===== src/rtl/core/soq_pkg.sv =====
// Shared types, widths and codes for the sorted open-set queue.
// No dependencies; every other file of the block but soq_ram imports this package.
package soq_pkg;

    localparam int DEPTH_DEFAULT = 256;

    localparam int CMD_W    = 2;
    localparam int COORD_W  = 8;
    localparam int KEY_W    = 16;
    localparam int COST_W   = 24;
    localparam int STATUS_W = 2;
    localparam int COUNT_W  = 9;
    localparam int CFG_W    = 9;

    localparam logic [CFG_W-1:0] CAP_RESET = CFG_W'(256);

    typedef logic [CMD_W-1:0] cmd_t;

    localparam cmd_t CMD_INSERT = 2'd0;
    localparam cmd_t CMD_POP    = 2'd1;
    localparam cmd_t CMD_UPDATE = 2'd2;

    typedef logic [STATUS_W-1:0] status_t;

    localparam status_t ST_OK    = 2'd0;
    localparam status_t ST_FULL  = 2'd1;
    localparam status_t ST_EMPTY = 2'd2;

    // One stored entry of the open set.
    typedef struct packed {
        logic [COORD_W-1:0] x;
        logic [COORD_W-1:0] y;
        logic [KEY_W-1:0]   key;
        logic [COST_W-1:0]  cost;
    } entry_t;

    localparam int ENTRY_W = $bits(entry_t);

    // Commands from the controller to the datapath.
    typedef struct packed {
        logic    load;
        logic    ins_init;
        logic    bis_issue;
        logic    bis_cmp;
        logic    shu_init;
        logic    shu_step;
        logic    scan_init;
        logic    scan_step;
        logic    scan_take;
        logic    shd_step;
        logic    pop_issue;
        logic    pop_take;
        logic    st_en;
        status_t st_code;
        logic    out_load;
    } dp_cmd_t;

    // Status from the datapath back to the controller.
    typedef struct packed {
        cmd_t cmd;
        logic empty;
        logic full;
        logic bis_more;
        logic shu_done;
        logic scan_hit;
        logic scan_miss;
        logic shd_done;
        logic out_free;
    } dp_sts_t;

endpackage


===== src/rtl/core/soq_ctrl.sv =====
// Controller state machine of the sorted open-set queue.
// Depends on soq_pkg for the command and status structs and the codes.
module soq_ctrl (
    input  logic             clk,
    input  logic             rst_n,
    input  logic             item_valid,
    output logic             item_ready,
    output soq_pkg::dp_cmd_t cmd,
    input  soq_pkg::dp_sts_t sts
);
    import soq_pkg::*;

    typedef enum logic [10:0] {
        S_IDLE     = 11'b000_0000_0001,
        S_DECODE   = 11'b000_0000_0010,
        S_INS_CHK  = 11'b000_0000_0100,
        S_BIS      = 11'b000_0000_1000,
        S_BIS_CMP  = 11'b000_0001_0000,
        S_SHIFT_UP = 11'b000_0010_0000,
        S_POP_RD   = 11'b000_0100_0000,
        S_POP_WAIT = 11'b000_1000_0000,
        S_SCAN     = 11'b001_0000_0000,
        S_SHIFT_DN = 11'b010_0000_0000,
        S_DONE     = 11'b100_0000_0000
    } state_t;

    state_t state_reg;
    state_t state_next;

    assign item_ready = (state_reg == S_IDLE);

    always_comb
    begin
        state_next = state_reg;
        cmd        = '0;
        unique case (state_reg)
            S_IDLE:
            begin
                if (item_valid)
                begin
                    cmd.load   = 1'b1;
                    state_next = S_DECODE;
                end
            end
            S_DECODE:
            begin
                unique case (sts.cmd)
                    CMD_INSERT:
                    begin
                        state_next = S_INS_CHK;
                    end
                    CMD_POP:
                    begin
                        if (sts.empty)
                        begin
                            cmd.st_en   = 1'b1;
                            cmd.st_code = ST_EMPTY;
                            state_next  = S_DONE;
                        end
                        else
                        begin
                            state_next = S_POP_RD;
                        end
                    end
                    CMD_UPDATE:
                    begin
                        cmd.scan_init = 1'b1;
                        state_next    = S_SCAN;
                    end
                    default:
                    begin
                        state_next = S_DONE;
                    end
                endcase
            end
            S_INS_CHK:
            begin
                if (sts.full)
                begin
                    cmd.st_en   = 1'b1;
                    cmd.st_code = ST_FULL;
                    state_next  = S_DONE;
                end
                else
                begin
                    cmd.ins_init = 1'b1;
                    state_next   = S_BIS;
                end
            end
            S_BIS:
            begin
                if (sts.bis_more)
                begin
                    cmd.bis_issue = 1'b1;
                    state_next    = S_BIS_CMP;
                end
                else
                begin
                    cmd.shu_init = 1'b1;
                    state_next   = S_SHIFT_UP;
                end
            end
            S_BIS_CMP:
            begin
                cmd.bis_cmp = 1'b1;
                state_next  = S_BIS;
            end
            S_SHIFT_UP:
            begin
                cmd.shu_step = 1'b1;
                if (sts.shu_done)
                begin
                    state_next = S_DONE;
                end
            end
            S_POP_RD:
            begin
                cmd.pop_issue = 1'b1;
                state_next    = S_POP_WAIT;
            end
            S_POP_WAIT:
            begin
                cmd.pop_take = 1'b1;
                state_next   = S_DONE;
            end
            S_SCAN:
            begin
                if (sts.scan_hit)
                begin
                    cmd.scan_take = 1'b1;
                    state_next    = S_SHIFT_DN;
                end
                else if (sts.scan_miss)
                begin
                    state_next = S_INS_CHK;
                end
                else
                begin
                    cmd.scan_step = 1'b1;
                end
            end
            S_SHIFT_DN:
            begin
                cmd.shd_step = 1'b1;
                if (sts.shd_done)
                begin
                    state_next = S_INS_CHK;
                end
            end
            S_DONE:
            begin
                if (sts.out_free)
                begin
                    cmd.out_load = 1'b1;
                    state_next   = S_IDLE;
                end
            end
            default:
            begin
                state_next = S_IDLE;
            end
        endcase
    end

    always_ff @(posedge clk or negedge rst_n)
    begin
        if (!rst_n)
        begin
            state_reg <= S_IDLE;
        end
        else
        begin
            state_reg <= state_next;
        end
    end

endmodule


===== config.mk =====
export PLATFORM = sky130hd
export DESIGN_NAME = soq_ctrl
export DESIGN_NICKNAME = d
export VERILOG_FILES = /design/src/rtl/core/soq_pkg.sv /design/src/rtl/core/soq_ctrl.sv
export SDC_FILE = /design/constraint.sdc
export NUM_CORES = 1
export LEC_CHECK = 0
export BUFFER_PORTS_ARGS = -buffer_cell sky130_fd_sc_hd__buf_2
export CAP_MARGIN = 20
export CORE_MARGIN = 8
export CORE_UTILIZATION = 48
export DETAILED_ROUTE_END_ITERATION = 6
export PLACE_DENSITY = 0.88
export SYNTH_ARGS = -nofsm -noshare
export SYNTH_HDL_FRONTEND = slang
export SYNTH_SLANG_ARGS = --single-unit

===== constraint.sdc =====
create_clock -name clk -period 2.8 [get_ports clk]
set_input_delay 0.42 -clock clk [delete_from_list [all_inputs] [get_ports clk]]
set_output_delay 0.42 -clock clk [all_outputs]
set_load 0.02 [all_outputs]

==> flow_summary.yaml <==
outcome:
  status: "finished with violations"
  violations: "negative hold slack"
timing:
  finalCriticalPeriod_ns: 2.77
  fin_tns_setup_ns: 0
  worst_pin_slew_ns: 0.506
  rsz0062_at_grt: "false"
  relSlewSlack: 0.660
  finalCritPeriodShare: 0.989
  setup_viol: 0
  hold_violations: 5
  fmax_ghz: 0.361
  layout_setup_ws_ns: 0.0311
  holdWs_ns: -0.00924
  clock_skew_ns: 0.0129
  drv_slew: 0
worst_setup_path:
  required_ns: 2.38
  crit_fanout: 4
  rr_endpoint: "state_reg[10]"
  rr_startpoint: "state_reg[6]"
  reg2reg_depth: 7
  cp_data_arrival_time_ns: 2.35
  endpoint_kind: "output port"
  crit_type: "flop to output port"
  r2r_setup_slack_ns: 0.58
  crit_path_start_kind: "flop"
cells_and_area:
  n_antenna_cell: 0
  layout_common_cells: "28 x buf_2, 15 x nor2_1, 8 x nor3_1, 8 x buf_4, 7 x nor4_1"
  final_core_util: 0.640
  drive_above_1_share: 0.429
  area_growth_pct: 28.4
  layout_commonest_cell: "buf_2"
  nets: 154
  largest_reg_flops: 11
  nFillCells: 138
global_route:
  antenna_found_initial: 0
  busiest_layer: "met2"
  met2_usage: 0.248
  globalRoute.totalOverflow: 0
  grtUsageMet1: 0.164
  track_usage: 0.144
  grt.met3_usage: 0.0243
  grt_pass1_vias: 850
  grt_max_degree: 12
  grt_pass1_wl_um: 3810
cts:
  hold_buffers: 0
  cts_sinks: 11
  cts_tree: "built"
  htree_levels: 1
  clk_latency_ns: 0.28
  numCtsBuffers: 3
  cts-root-buf: "clkbuf_4"
  path_clk_slew_ns: 0.08
  cts_buffer_depth: 2
floorplanning:
  core-area_um2: 1670
  die_area_um2: 3330
  initial_utilization: 0.499
  fp-row-count: 15
  die_w_um: 57.7
  fp.dieH_um: 57.7
  ioPinCount: 30
placement:
  dp_hpwl_um: 1890
  gp_congestion: 0.859
  place_ws_ns: 0.237
  numPortBuffers: 29
pwr:
  p_per_area_nw_per_um2: 626
  p_leak_nw: 0.549
  ir_worst_vdd_uv: 532
yosys:
  synth_area_leaders: "dfrtp_1 30%, nor2_1 6.8%, nor4_1 5.3%"
  mappedNetlistArea_um2: 833
  synth_area_per_cell_um2: 8.17
  synth_nets: 115
  ys_types: 37
  ys_ff_latch: 11
  synth_top_area_frac: 0.300
  ys_seq_area_frac: 0.332
  synthCells: 102
  synth_top_area_cell: "dfrtp_1"
  ys_warn_count: 0
detailed_routing:
  drt-wirelength-per-cell_um: 15.7
  via_per_inst: 5.90
  ant_nets: 0
  routed-via-count: 926
  drt_iter0_markers: 26
  route.detailed.drc: 0
  first_pass_iters: 4
  wirelength_um: 2460
min_path:
  hold_class: "input pin to async pin"
job:
  drv_cap: 0
-- where the power goes --
part	internal [mW]	switching (mW)	leakage (nW)	total, mW
Clock	0.0553	0.0565	0.0150	0.112
Combinational	0.147	0.194	0.392	0.340
Sequential	0.187	0.0305	0.143	0.218
Total	0.389	0.281	0.549	0.670
-- worst max path at each step --
stage	start	end	depth (start not counted)	slack, ns
finish	state_reg[1]	cmd[8]	5	0.03
CTS	state_reg[1]	cmd[8]	5	0.003
detailed placement	state_reg[4]	cmd[8]	5	0.24
global route	state_reg[1]	cmd[8]	5	0.006
floorplan	state_reg[5]	cmd[8]	5	0.35
global placement	state_reg[4]	cmd[8]	5	0.27
-- metrics by stage --
step | power [mW] | std cells | hold WS [ns] | instance area [um2]
final | 0.670 | 157 | -0.00924 | 1070
after global routing | 0.708 | 157 | 0.0156 | 1070
after CTS | 0.640 | 153 | 0.00112 | 1030
after detailed placement | 0.529 | 148 | 0.299 | 998
after global placement | 0.517 | 148 | 0.291 | 998
after floorplan | 0.443 | 102 | 0.124 | 833
-- logic make-up (layout without fill, tap and decap cells) --
logic type               after synthesis  after routing  synth area share
AND/OR/NAND/NOR                       67             67             0.468
flip-flops                            11             11             0.332
adder cells (fa/ha/maj)                1              1            0.0120
AO/OA/AOI/OAI                         15             15             0.135
buffers and inverters                  7             45            0.0420
XOR/XNOR                               1              1            0.0105
-- routing by layer --
layer / up-vias / wire length, um / part of all wire
met5: - / 0 / 0
met4: 0 / 76 / 0.031
met3: 9 / 102 / 0.041
met2: 26 / 1190 / 0.48
met1: 437 / 1100 / 0.45
li1: 454 / - / -
-- cells in the mapped netlist (all sizes together) --
cell     n
nor4     7
nor2b    1
a21oi    5
buf      2
a211oi   1
nand2b   5
o22ai    1
or4      3
nor3     8
and3     1
o31a     1
nand4    2
nor2    15
nand2    4
or3      3
dfrtp   10
o21ai    3
nand3    3
o21a     1
or4b     1
dfstp    1
o32a     1
a311o    1
nand3b   2
xor2     1
and2     3
maj3     1
inv      5
nor3b    3
o221ai   1
and2b    1
or2      5
-- final cells by class --
type                    count  area [um2]  area share
clock buffers               4        26.3      0.0246
inverters                   5        18.8      0.0175
multi-input cells          84         522       0.488
flip-flops and latches     11         282       0.263
well taps                  17        21.3      0.0199
repair buffers             36         200       0.187
-- repair_timing --
item	in CTS	in global routing
setup buffers	1	4
endpoints found under the setup margin	1	1
pin swaps	0	1
gates resized for setup	1	4
-- critical path: stages (launching register included) --
cell and delay (ns):
dfrtp_2 0.42, or4_4 0.54, or3_4 0.40, or4_4 0.51
inv_2 0.07, buf_4 0.13
(Power assumes the default switching activity.)
